`src/sv/lpc_pkg.sv`:
```
package lpc_pkg;

    localparam int MAX_SENSORS       = 11;
    localparam int SENSOR_TOTAL      = 11;
    localparam int SAMPLE_BITS       = 12;
    localparam int CALIBRATION_READS = 3;

    localparam int THRESHOLD_DIVISOR = 2 * CALIBRATION_READS;
    localparam int IDX_BITS          = $clog2(SENSOR_TOTAL);
    localparam int COUNT_BITS        = $clog2(CALIBRATION_READS + 1);
    localparam int SUM_BITS          = $clog2(CALIBRATION_READS * (2 ** SAMPLE_BITS - 1) + 1);
    localparam int THR_BITS          = SAMPLE_BITS - 1;
    localparam int EXC_BITS          = SAMPLE_BITS + 1;
    localparam int WEIGHT_BITS       = 5;
    localparam int PROD_BITS         = THR_BITS + 1 + WEIGHT_BITS;
    localparam int NUM_BITS          = THR_BITS + 7;
    localparam int DEN_BITS          = THR_BITS + $clog2(SENSOR_TOTAL);
    localparam int QUO_BITS          = 4;
    localparam int QBIT_BITS         = $clog2(QUO_BITS);
    localparam int ERR_BITS          = 5;
    localparam int RECIP_SHIFT       = SUM_BITS + 3;
    localparam int RECIP_BITS        = RECIP_SHIFT;
    localparam int RECIP             = (2 ** RECIP_SHIFT + THRESHOLD_DIVISOR - 1)
                                       / THRESHOLD_DIVISOR;

    localparam logic signed [WEIGHT_BITS-1:0] POSITION_WEIGHT [MAX_SENSORS] = '{
        -5'sd8, -5'sd6, -5'sd4, -5'sd3, -5'sd1, 5'sd0,
        5'sd1, 5'sd3, 5'sd4, 5'sd6, 5'sd8
    };

    typedef enum logic [2:0] {
        ST_IDLE,
        ST_SWEEP,
        ST_DIV_LOAD,
        ST_DIV_RUN,
        ST_EMIT
    } lpc_state_t;

    typedef struct packed {
        logic load;
        logic sweep;
        logic div_load;
        logic div_step;
        logic emit;
    } lpc_cmd_t;

    typedef struct packed {
        logic calibrate;
        logic last_sensor;
        logic last_bit;
        logic out_free;
    } lpc_status_t;

endpackage

```
`src/sv/line_position_centroid.sv`:
```
// Channel   Handshake             Payload
// input     in_valid / in_ready   command, sample_0 .. sample_10
// output    out_valid / out_ready active_mask, line_error, line_found, calibration_done
//
// One transaction at a time: a measure frame runs an 11-step sensor sweep, a divider
// load, a 4-step restoring divider and emit before the next acceptance.
// A calibration frame skips the divider.
// Reset clears thresholds, calibration sums, frame count and held error at once.
// A stalled output holds the result register; the block waits in emit until it is free.
module line_position_centroid (
    input  logic                                clk,
    input  logic                                rst_n,
    input  logic                                in_valid,
    output logic                                in_ready,
    input  logic                                command,
    input  logic [lpc_pkg::SAMPLE_BITS-1:0]     sample_0,
    input  logic [lpc_pkg::SAMPLE_BITS-1:0]     sample_1,
    input  logic [lpc_pkg::SAMPLE_BITS-1:0]     sample_2,
    input  logic [lpc_pkg::SAMPLE_BITS-1:0]     sample_3,
    input  logic [lpc_pkg::SAMPLE_BITS-1:0]     sample_4,
    input  logic [lpc_pkg::SAMPLE_BITS-1:0]     sample_5,
    input  logic [lpc_pkg::SAMPLE_BITS-1:0]     sample_6,
    input  logic [lpc_pkg::SAMPLE_BITS-1:0]     sample_7,
    input  logic [lpc_pkg::SAMPLE_BITS-1:0]     sample_8,
    input  logic [lpc_pkg::SAMPLE_BITS-1:0]     sample_9,
    input  logic [lpc_pkg::SAMPLE_BITS-1:0]     sample_10,
    output logic                                out_valid,
    input  logic                                out_ready,
    output logic [lpc_pkg::MAX_SENSORS-1:0]     active_mask,
    output logic signed [lpc_pkg::ERR_BITS-1:0] line_error,
    output logic                                line_found,
    output logic                                calibration_done
);

    logic [lpc_pkg::SAMPLE_BITS-1:0] samples [lpc_pkg::MAX_SENSORS];
    lpc_pkg::lpc_cmd_t               cmd;
    lpc_pkg::lpc_status_t            status;

    assign samples[0]  = sample_0;
    assign samples[1]  = sample_1;
    assign samples[2]  = sample_2;
    assign samples[3]  = sample_3;
    assign samples[4]  = sample_4;
    assign samples[5]  = sample_5;
    assign samples[6]  = sample_6;
    assign samples[7]  = sample_7;
    assign samples[8]  = sample_8;
    assign samples[9]  = sample_9;
    assign samples[10] = sample_10;

    lpc_ctrl u_ctrl (
        .clk      (clk),
        .rst_n    (rst_n),
        .in_valid (in_valid),
        .in_ready (in_ready),
        .status   (status),
        .cmd      (cmd)
    );

    lpc_datapath u_datapath (
        .clk              (clk),
        .rst_n            (rst_n),
        .cmd              (cmd),
        .status           (status),
        .command          (command),
        .samples          (samples),
        .out_valid        (out_valid),
        .out_ready        (out_ready),
        .active_mask      (active_mask),
        .line_error       (line_error),
        .line_found       (line_found),
        .calibration_done (calibration_done)
    );

    a_busy_after_accept: assert property (@(posedge clk) disable iff (!rst_n)
        (in_valid && in_ready) |=> !in_ready)
        else $error("input accepted while a transaction is in flight");

    a_found_has_mask: assert property (@(posedge clk) disable iff (!rst_n)
        (out_valid && line_found) |-> (active_mask != '0))
        else $error("line found with empty active mask");

    a_cal_no_mask: assert property (@(posedge clk) disable iff (!rst_n)
        (out_valid && calibration_done) |-> (active_mask == '0 && !line_found))
        else $error("calibration result carries measure data");

    a_error_range: assert property (@(posedge clk) disable iff (!rst_n)
        out_valid |-> (line_error >= -5'sd8 && line_error <= 5'sd8))
        else $error("line error out of range");

endmodule

```
`src/sv/lpc_ctrl.sv`:
```
module lpc_ctrl (
    input  logic                clk,
    input  logic                rst_n,
    input  logic                in_valid,
    output logic                in_ready,
    input  lpc_pkg::lpc_status_t status,
    output lpc_pkg::lpc_cmd_t    cmd
);

    lpc_pkg::lpc_state_t state_reg;
    lpc_pkg::lpc_state_t state_next;

    always_ff @(posedge clk or negedge rst_n)
    begin
        if (!rst_n)
        begin
            state_reg <= lpc_pkg::ST_IDLE;
        end
        else
        begin
            state_reg <= state_next;
        end
    end

    always_comb
    begin
        state_next = state_reg;
        cmd        = '0;
        in_ready   = 1'b0;
        case (state_reg)
            lpc_pkg::ST_IDLE:
            begin
                in_ready = 1'b1;
                if (in_valid)
                begin
                    cmd.load   = 1'b1;
                    state_next = lpc_pkg::ST_SWEEP;
                end
            end
            lpc_pkg::ST_SWEEP:
            begin
                cmd.sweep = 1'b1;
                if (status.last_sensor)
                begin
                    state_next = status.calibrate ? lpc_pkg::ST_EMIT : lpc_pkg::ST_DIV_LOAD;
                end
            end
            lpc_pkg::ST_DIV_LOAD:
            begin
                cmd.div_load = 1'b1;
                state_next   = lpc_pkg::ST_DIV_RUN;
            end
            lpc_pkg::ST_DIV_RUN:
            begin
                cmd.div_step = 1'b1;
                if (status.last_bit)
                begin
                    state_next = lpc_pkg::ST_EMIT;
                end
            end
            lpc_pkg::ST_EMIT:
            begin
                if (status.out_free)
                begin
                    cmd.emit   = 1'b1;
                    state_next = lpc_pkg::ST_IDLE;
                end
            end
            default:
            begin
                state_next = lpc_pkg::ST_IDLE;
            end
        endcase
    end

endmodule

```
`src/sv/lpc_datapath.sv`:
```
module lpc_datapath (
    input  logic                                   clk,
    input  logic                                   rst_n,
    input  lpc_pkg::lpc_cmd_t                      cmd,
    output lpc_pkg::lpc_status_t                   status,
    input  logic                                   command,
    input  logic [lpc_pkg::SAMPLE_BITS-1:0]        samples [lpc_pkg::MAX_SENSORS],
    output logic                                   out_valid,
    input  logic                                   out_ready,
    output logic [lpc_pkg::MAX_SENSORS-1:0]        active_mask,
    output logic signed [lpc_pkg::ERR_BITS-1:0]    line_error,
    output logic                                   line_found,
    output logic                                   calibration_done
);

    logic                                 cal_reg;
    logic [lpc_pkg::SAMPLE_BITS-1:0]      frame_reg [lpc_pkg::SENSOR_TOTAL];
    logic [lpc_pkg::IDX_BITS-1:0]         idx_reg;
    logic [lpc_pkg::THR_BITS-1:0]         thr_reg [lpc_pkg::SENSOR_TOTAL];
    logic [lpc_pkg::SUM_BITS-1:0]         sum_reg [lpc_pkg::SENSOR_TOTAL];
    logic [lpc_pkg::COUNT_BITS-1:0]       count_reg;
    logic [lpc_pkg::SENSOR_TOTAL-1:0]     mask_reg;
    logic signed [lpc_pkg::NUM_BITS-1:0]  num_reg;
    logic [lpc_pkg::DEN_BITS-1:0]         den_reg;
    logic [lpc_pkg::NUM_BITS-1:0]         rem_reg;
    logic [lpc_pkg::QUO_BITS-1:0]         quo_reg;
    logic                                 neg_reg;
    logic [lpc_pkg::QBIT_BITS-1:0]        bit_reg;
    logic signed [lpc_pkg::ERR_BITS-1:0]  held_reg;
    logic                                 out_valid_reg;
    logic [lpc_pkg::MAX_SENSORS-1:0]      mask_out_reg;
    logic signed [lpc_pkg::ERR_BITS-1:0]  err_out_reg;
    logic                                 found_out_reg;
    logic                                 done_out_reg;

    logic [lpc_pkg::SAMPLE_BITS-1:0]                      sample_sel;
    logic [lpc_pkg::THR_BITS-1:0]                         thr_sel;
    logic signed [lpc_pkg::EXC_BITS-1:0]                  excess;
    logic                                                 active;
    logic [lpc_pkg::THR_BITS-1:0]                         exc_mag;
    logic signed [lpc_pkg::PROD_BITS-1:0]                 weighted;
    logic                                                 last_cal;
    logic [lpc_pkg::SUM_BITS-1:0]                         sum_base;
    logic [lpc_pkg::SUM_BITS-1:0]                         sum_new;
    logic [lpc_pkg::SUM_BITS+lpc_pkg::RECIP_BITS-1:0]     recip_prod;
    logic [lpc_pkg::THR_BITS-1:0]                         thr_new;
    logic [lpc_pkg::NUM_BITS-1:0]                         num_mag;
    logic [lpc_pkg::NUM_BITS-1:0]                         den_shift;
    logic                                                 den_fits;
    logic                                                 found;
    logic signed [lpc_pkg::ERR_BITS-1:0]                  quo_signed;
    logic signed [lpc_pkg::ERR_BITS-1:0]                  err_new;

    assign sample_sel = frame_reg[idx_reg];
    assign thr_sel    = thr_reg[idx_reg];
    assign excess     = $signed({2'b00, thr_sel}) - $signed({1'b0, sample_sel});
    assign active     = !excess[lpc_pkg::EXC_BITS-1] && (excess != '0);
    assign exc_mag    = excess[lpc_pkg::THR_BITS-1:0];
    assign weighted   = lpc_pkg::PROD_BITS'($signed({1'b0, exc_mag}))
                        * lpc_pkg::PROD_BITS'(lpc_pkg::POSITION_WEIGHT[idx_reg]);

    assign last_cal   = (count_reg == lpc_pkg::COUNT_BITS'(lpc_pkg::CALIBRATION_READS - 1));
    assign sum_base   = (count_reg == '0) ? '0 : sum_reg[idx_reg];
    assign sum_new    = sum_base + lpc_pkg::SUM_BITS'(sample_sel);
    assign recip_prod = (lpc_pkg::SUM_BITS + lpc_pkg::RECIP_BITS)'(sum_new)
                        * (lpc_pkg::SUM_BITS + lpc_pkg::RECIP_BITS)'(lpc_pkg::RECIP);
    assign thr_new    = recip_prod[lpc_pkg::RECIP_SHIFT +: lpc_pkg::THR_BITS];

    assign num_mag    = num_reg[lpc_pkg::NUM_BITS-1] ? lpc_pkg::NUM_BITS'(-num_reg)
                                                     : lpc_pkg::NUM_BITS'(num_reg);
    assign den_shift  = lpc_pkg::NUM_BITS'(den_reg) << bit_reg;
    assign den_fits   = (rem_reg >= den_shift);

    assign found      = !cal_reg && (den_reg != '0);
    assign quo_signed = neg_reg ? -$signed({1'b0, quo_reg}) : $signed({1'b0, quo_reg});
    assign err_new    = found ? quo_signed : held_reg;

    assign status.calibrate   = cal_reg;
    assign status.last_sensor = (idx_reg == lpc_pkg::IDX_BITS'(lpc_pkg::SENSOR_TOTAL - 1));
    assign status.last_bit    = (bit_reg == '0);
    assign status.out_free    = !out_valid_reg || out_ready;

    always_ff @(posedge clk or negedge rst_n)
    begin
        if (!rst_n)
        begin
            cal_reg       <= 1'b0;
            idx_reg       <= '0;
            bit_reg       <= '0;
            count_reg     <= '0;
            held_reg      <= '0;
            out_valid_reg <= 1'b0;
            for (int i = 0; i < lpc_pkg::SENSOR_TOTAL; i++)
            begin
                thr_reg[i] <= '0;
                sum_reg[i] <= '0;
            end
        end
        else
        begin
            if (cmd.load)
            begin
                cal_reg <= command;
                idx_reg <= '0;
            end
            if (cmd.sweep)
            begin
                idx_reg <= idx_reg + lpc_pkg::IDX_BITS'(1);
                if (cal_reg)
                begin
                    sum_reg[idx_reg] <= sum_new;
                    if (last_cal)
                    begin
                        thr_reg[idx_reg] <= thr_new;
                    end
                end
            end
            if (cmd.div_load)
            begin
                bit_reg <= lpc_pkg::QBIT_BITS'(lpc_pkg::QUO_BITS - 1);
            end
            if (cmd.div_step)
            begin
                bit_reg <= bit_reg - lpc_pkg::QBIT_BITS'(1);
            end
            if (cmd.emit)
            begin
                held_reg <= err_new;
                if (cal_reg)
                begin
                    count_reg <= last_cal ? '0 : count_reg + lpc_pkg::COUNT_BITS'(1);
                end
            end
            if (cmd.emit)
            begin
                out_valid_reg <= 1'b1;
            end
            else if (out_ready)
            begin
                out_valid_reg <= 1'b0;
            end
        end
    end

    always_ff @(posedge clk)
    begin
        if (cmd.load)
        begin
            for (int i = 0; i < lpc_pkg::SENSOR_TOTAL; i++)
            begin
                frame_reg[i] <= samples[i];
            end
            mask_reg <= '0;
            num_reg  <= '0;
            den_reg  <= '0;
        end
        if (cmd.sweep && !cal_reg && active)
        begin
            mask_reg[idx_reg] <= 1'b1;
            num_reg           <= num_reg + lpc_pkg::NUM_BITS'(weighted);
            den_reg           <= den_reg + lpc_pkg::DEN_BITS'(exc_mag);
        end
        if (cmd.div_load)
        begin
            rem_reg <= num_mag;
            neg_reg <= num_reg[lpc_pkg::NUM_BITS-1];
            quo_reg <= '0;
        end
        if (cmd.div_step && den_fits)
        begin
            rem_reg          <= rem_reg - den_shift;
            quo_reg[bit_reg] <= 1'b1;
        end
        if (cmd.emit)
        begin
            mask_out_reg  <= cal_reg ? '0 : lpc_pkg::MAX_SENSORS'(mask_reg);
            err_out_reg   <= err_new;
            found_out_reg <= found;
            done_out_reg  <= cal_reg && last_cal;
        end
    end

    assign out_valid        = out_valid_reg;
    assign active_mask      = mask_out_reg;
    assign line_error       = err_out_reg;
    assign line_found       = found_out_reg;
    assign calibration_done = done_out_reg;

endmodule
```
`config.mk`:
```
export PLATFORM = sky130hd
export DESIGN_NAME = line_position_centroid
export DESIGN_NICKNAME = d
export VERILOG_FILES = /design/src/sv/lpc_pkg.sv /design/src/sv/line_position_centroid.sv /design/src/sv/lpc_ctrl.sv /design/src/sv/lpc_datapath.sv
export SDC_FILE = /design/constraint.sdc
export NUM_CORES = 1
export LEC_CHECK = 0
export BUFFER_PORTS_ARGS = -buffer_cell sky130_fd_sc_hd__buf_2
export CAP_MARGIN = 20
export CORE_UTILIZATION = 38
export CTS_CLUSTER_SIZE = 24
export DETAILED_ROUTE_END_ITERATION = 6
export GPL_TIMING_DRIVEN = 0
export SYNTH_ARGS = -nofsm -noshare
export SYNTH_HDL_FRONTEND = slang
export SYNTH_SLANG_ARGS = --single-unit
```
`constraint.sdc`:
```
create_clock -name clk -period 8.6 [get_ports clk]
set_input_delay 1.29 -clock clk [delete_from_list [all_inputs] [get_ports clk]]
set_output_delay 1.29 -clock clk [all_outputs]
set_load 0.05 [all_outputs]
```
---- Word-level counts from Yosys, hierarchy flattened ----
Memories as Yosys holds them, arrays and structs flattened.
Index checks and enable logic that the tools add are counted.
cells by class
  bitwise logic cells ..................... 3
  shift operators ......................... 1
  divide/modulo/power cells ............... 0
  $add $sub $neg .......................... 10
  multiply operators ...................... 2
  $lt $le $gt $ge ......................... 7
  reduce and logical (&&, ||, !) cells .... 27
  mux-type cells .......................... 55
  equal/unequal tests ..................... 10
operator list
  kind                    count
  $bwmux 154              1
  $bwmux 121              1
  $mux 18                 5
  $bmux 14 s4             1
  $demux 14 s4            1
  $mux 14                 4
  $mux 11                 5
  $bmux 11 s4             1
  $demux 11 s4            1
  $mux 15                 2
  $mul 14x14->27 const B  1
  $mux 5                  4
  $add 18x17->18          1
  $ge 18x18->1            1
  $neg 18->18             1
  $shl 15x2->18           1
  $sub 18x18->18          1
  $mul 12x5->17           1
  $mux 4                  4
  $add 15x11->15          1
  $mux 3                  5
  $pmux 3 s5              1
  $reduce_bool 15->1      1
  $add 14x12->14          1
  34 further kinds        69
storage, ports and cells
  register bits ........................... 378
  memory bits (read-only) ................. 80
  memories ................................ 2
  RAM bits ................................ 132
  output and inout port bits .............. 20
  latch bits .............................. 0
  logic and storage cells ................. 156
memories
  memory                depth  width  read ports  clocked after memory_dff  wr ports  line                RTL
  u_datapath.frame_reg  11     12     1           0                         11        lpc_datapath.sv:17  logic [lpc_pkg::SAMPLE_BITS-1:0] frame_reg [lpc_pkg::SENSOR_TOTAL];
  (name not given)      16     5      1           0                         0         lpc_datapath.sv:60  * lpc_pkg::PROD_BITS'(lpc_pkg::POSITION_WEIGHT[idx_reg]);

---- Logic depth before layout (Yosys ltp) ----
  depth after elaboration ................. 9
  mapped depth ............................ 39
  gate-level depth less buffers ........... 35

---- By module ----
A second synthesis with hierarchy kept.
unflattened totals
  cell total of the unflattened synthesis .. 2,610
  area total of the unflattened synthesis .. 29,827.4 um^2
by module, submodules not included
  module        sequential area each (um^2)  area each (um^2)  cells an instance  instances
  lpc_datapath  13,623.1                     29,597.1          2,584              1
  lpc_ctrl      75.1                         230.2             26                 1

---- Worst setup path after synthesis ----
OpenSTA, ideal clock, no wires.
  path kind ............................... register to register
  start point ............................. reg u_datapath.idx_reg[0] (netlist bit)
  end point ............................... reg u_datapath.thr_reg[108] (netlist bit)
  data required time ...................... 8.466 ns
  path slack .............................. -0.173 ns
  clock period less this slack ............ 8.773 ns
  cell stages (with the launch flop) ...... 37
  data arrival time ....................... 8.639 ns
  library setup time ...................... 0.134 ns
  cell sequence ........................... dfrtp_1 > buf_6 > buf_4 > clkbuf_1 > mux2_2 > a221oi_1 > nor3_1 > a21oi_1 > nor2_1 > ha_1 > fa_1 > a21o_1 > a21oi_1 > o21bai_1 > a21oi_1 > xor2_1 > clkbuf_1 > inv_1 > ha_1 > ha_1 > fa_1 > fa_1 > fa_1 > inv_1 > fa_1 > inv_1 > ha_1 > a211oi_1 > nand2_1 > a21oi_1 > o22ai_1 > o221ai_2 > o21ai_0 > a21oi_1 > xor2_1 > clkbuf_1 > o21ai_0
between the ends
  cells in the longest elaborated chain, start to end .. 8
ends and longest elaborated chain
  what                                         line                 RTL
  from (decl)                                  lpc_datapath.sv:18   logic [lpc_pkg::IDX_BITS-1:0] idx_reg;
  from (signal assigned)                       lpc_datapath.sv:108  idx_reg <= idx_reg + lpc_pkg::IDX_BITS'(1);
  $not 4->5 (not written as such)              lpc_datapath.sv:63   assign sum_base = (count_reg == '0) ? '0 : sum_reg[idx_reg];
  $bmux 14 s4                                  lpc_datapath.sv:63
  $mux 14 (not written as such) (2 in series)  lpc_datapath.sv:63
  $mux 14                                      lpc_datapath.sv:63
  $add 14x12->14 (*)                           lpc_datapath.sv:64   assign sum_new = sum_base + lpc_pkg::SUM_BITS'(sample_sel);
  named net u_datapath.sum_new, one bit        lpc_datapath.sv:44   logic [lpc_pkg::SUM_BITS-1:0] sum_new;
  $mul 14x14->27 (*)                           lpc_datapath.sv:66   * (lpc_pkg::SUM_BITS + lpc_pkg::RECIP_BITS)'(lpc_pkg::RECIP);
  $bwmux 121 (*)                               lpc_datapath.sv:114  thr_reg[idx_reg] <= thr_new;
  to (signal, indexed assignment)              lpc_datapath.sv:114
  to (decl)                                    lpc_datapath.sv:19   logic [lpc_pkg::THR_BITS-1:0] thr_reg [lpc_pkg::SENSOR_TOTAL];
Mark *: on every way through the listed nets, which the timed path passes. The rest lies on a longest branch. The select of a mux whose other input is x is not followed.
A chain may end at the register's enable or synchronous reset.

---- Worst setup path in the final report ----
  start point ............................. reg u_datapath.idx_reg[0] (netlist bit)
  end point ............................... reg u_datapath.thr_reg[87] (netlist bit)
The elaborated chain is that of the path after synthesis.

==> impl_metrics.toml <==
[outcome]
run_status = "finished clean"

[cts]
h-tree-depth = 2
path_clk_slew_ns = 0.06
holdBufCountCts = 0
numCtsBuffers = 54
cts.sinks = 510
cts_tree = "yes"
cts-root-buf = "clkbuf_16"
clk_latency_ns = 0.65
clk_path_buf_depth = 3

[floorplan]
die_y_microns = 282
core_area_sq_um = 77500
die_w_microns = 282
ios = 157
start_util_pct = 38.4
die_area_sq_um = 79400
row_count = 102

[detailed_routing]
drt_pass1_iterations = 6
avgRoutedWirePerCell_microns = 20.8
ant_nets = 0
vias_per_cell = 5.28
drcViolationCount = 0
first_iter_violations = 1615
routed_wl_mm = 83.6
dr_total_vias = 21300

[global_route]
track_usage_pct = 21.0
grt_pass1_vias = 21100
grt_max_degree = 114
gr-total-overflow = 0
antenna_found_initial = 8
grt_pass1_wl_mm = 127

[worst_setup_path]
cp.required_ns = 9.08
critPathKind = "register to register"
rrSetupSlack_ns = 0.08
crit_arrival_ns = 9.00
path_common_cell = "fa_1"
crit_start = "u_datapath.idx_reg[0]"
r2r_start = "u_datapath.idx_reg[0]"
slowest_delay_ns = 0.58
worstPathMaxFanout = 8
cp_slowest_cell = "fa_1"
cp-end-kind = "register"
critPathLaunchType = "register"

[synth]
ys_ff_latch = 510
syn_nets = 3083
syn-cell-area_sq_um = 29800
yosysWarnings = 0
muxShareOfSynthArea_pct = 11.8
synth_cell_type_count = 72
synth_top_family_by_area = "adder cells"
synth_fa_ha_area_share_pct = 14.6
synth-simple-area-share_pct = 10.0
seq_area_frac_synth_pct = 46.0
synthXorXnorAreaFrac_pct = 2.77
synth_edf_count = 202
synthArstFlopShare_pct = 57.5
synth.avg_cell_area_sq_um = 11.2
synth_ff_type = "dfrtp_1"
synth_top_area_share_pct = 24.6
synth_area_leaders = "dfrtp_1 (25%), edfxtp_1 (20%), ha_1 (8.2%)"
synthCells = 2656
synth_compound_area_share_pct = 10.5
netlist.top_cell.by_area = "dfrtp_1"

[cells_and_area]
largest_reg_flops = 154
fin_cells = 4029
drive_above_1_share_pct = 23.1
seqCellArea_sq_um = 13700
final_cell_mix = "nand2_1 (355), dfrtp_1 (293), o21ai_0 (235)"
layout_commonest_cell = "nand2_1"
multi_input_area_sq_um = 15500
nets = 3362
fill_cells = 7158
fin_area_sq_um = 35400
area_delta_synth_final_pct = 18.9

[place]
dp_cells = 3857
port-buffer-count = 156
dp_hpwl_mm = 61.3
dpl_cell_area_sq_um = 32000
place.gp.congestion = 0.874

[timing]
setup-violations-final = 0
tightest_slew_ns = 1.02
holdWs_ns = 0.452
fmax_mhz = 117
slew_headroom_pct = 31.4
final_max_slew_viol_count = 0
final.min_clock_period_ns = 8.52
rsz0062_at_grt = "true"
skew_ns = 0.0563
hold_viol = 0
layout_worst_path_cycle_share_pct = 99.1

[flow_run]
cap_violations = 0

[min_path]
min_from = "u_datapath.mask_reg[1]"
hold_class = "register to register"
metal layers:
metal | global-route usage [%] | up-vias | share of wire, %
li1 | - | 9974 | -
met1 | 29.1 | 10600 | 44
met2 | 34.2 | 574 | 48
met3 | 3.07 | 112 | 5.7
met4 | 5.85 | 4 | 2.2
met5 | 0 | - | 0.027
what timing repair did:
| item | in CTS | in global routing |
|---|---|---|
| gates resized for setup | 174 | 118 |
| gates cloned | 2 | 1 |
| buffers inserted | 28 | 34 |
| endpoints found under the setup margin | 133 | 123 |
| hold endpoints to repair | 0 | 0 |
| pin swaps | 37 | 61 |
cell type report:
type	instances	area share (%)
Clock buffer	74	4.26
Tap cell	1040	3.68
Sequential cell	510	38.7
Timing Repair Buffer	225	4.14
Multi-Input combinational cell	1814	43.8
Clock inverter	26	0.704
Buffer	134	2.49
Inverter	196	2.12
Antenna cell	10	0.0707
critical path, delay by kind of cell (launching register included):
family                     cells  cell delay, ns
and+or+nand+nor                2            0.30
DFF                            1            0.41
muxes                          3            1.00
AOI/OAI and AO/OA             10            1.69
buffers and inverters         13            1.51
xor gates and xnor gates       2            0.40
adders and majority gates      7            3.01
path summary, 6_finish.rpt:
path	to	depth (start not counted)
max in group asynchronous	u_datapath.thr_reg[14]	3
hold / removal	u_datapath.mask_reg[1]	2
setup reg to reg	u_datapath.thr_reg[87]	37
hold reg to reg	u_datapath.mask_reg[1]	2
setup / recovery	u_datapath.thr_reg[87]	37
min in group asynchronous	u_datapath.sum_reg[105]	1
cell usage after synthesis (19+ instances only):
master,n
o211ai_1,20
a21o_1,36
mux2i_1,30
a21oi_1,88
o21a_1,19
nor2_1,139
mux2_2,121
fa_1,95
nand3_1,29
nand2_1,357
mux4_2,81
ha_1,195
o21ai_0,246
nor3_1,35
nor2b_1,31
xnor2_1,59
clkbuf_1,110
inv_1,194
dfrtp_1,293
xor2_1,35
edfxtp_1,202
stage by stage:
stage / worst slack (ns) / util [%] / setup TNS (ns)
CTS: 0.00662 / 44.8 / 0
floorplan: 0.00130 / - / 0
global route: -0.240 / 45.7 / -6.37
detailed placement: -3.24 / 41.3 / -359.69
global placement: -3.10 / 41.1 / -350.69
finish: 0.0787 / 45.7 / 0
kinds of logic after synthesis:
kind of cell | count (synthesis)
AOI/OAI and AO/OA | 513
xor gates and xnor gates | 94
adders and majority gates | 290
buffers and inverters | 332
DFF | 510
muxes | 233
and+or+nand+nor | 684
Power is left out: the tool's default activity adds up to more than one toggle a clock period on the data nets, which glitch-free logic cannot reach.
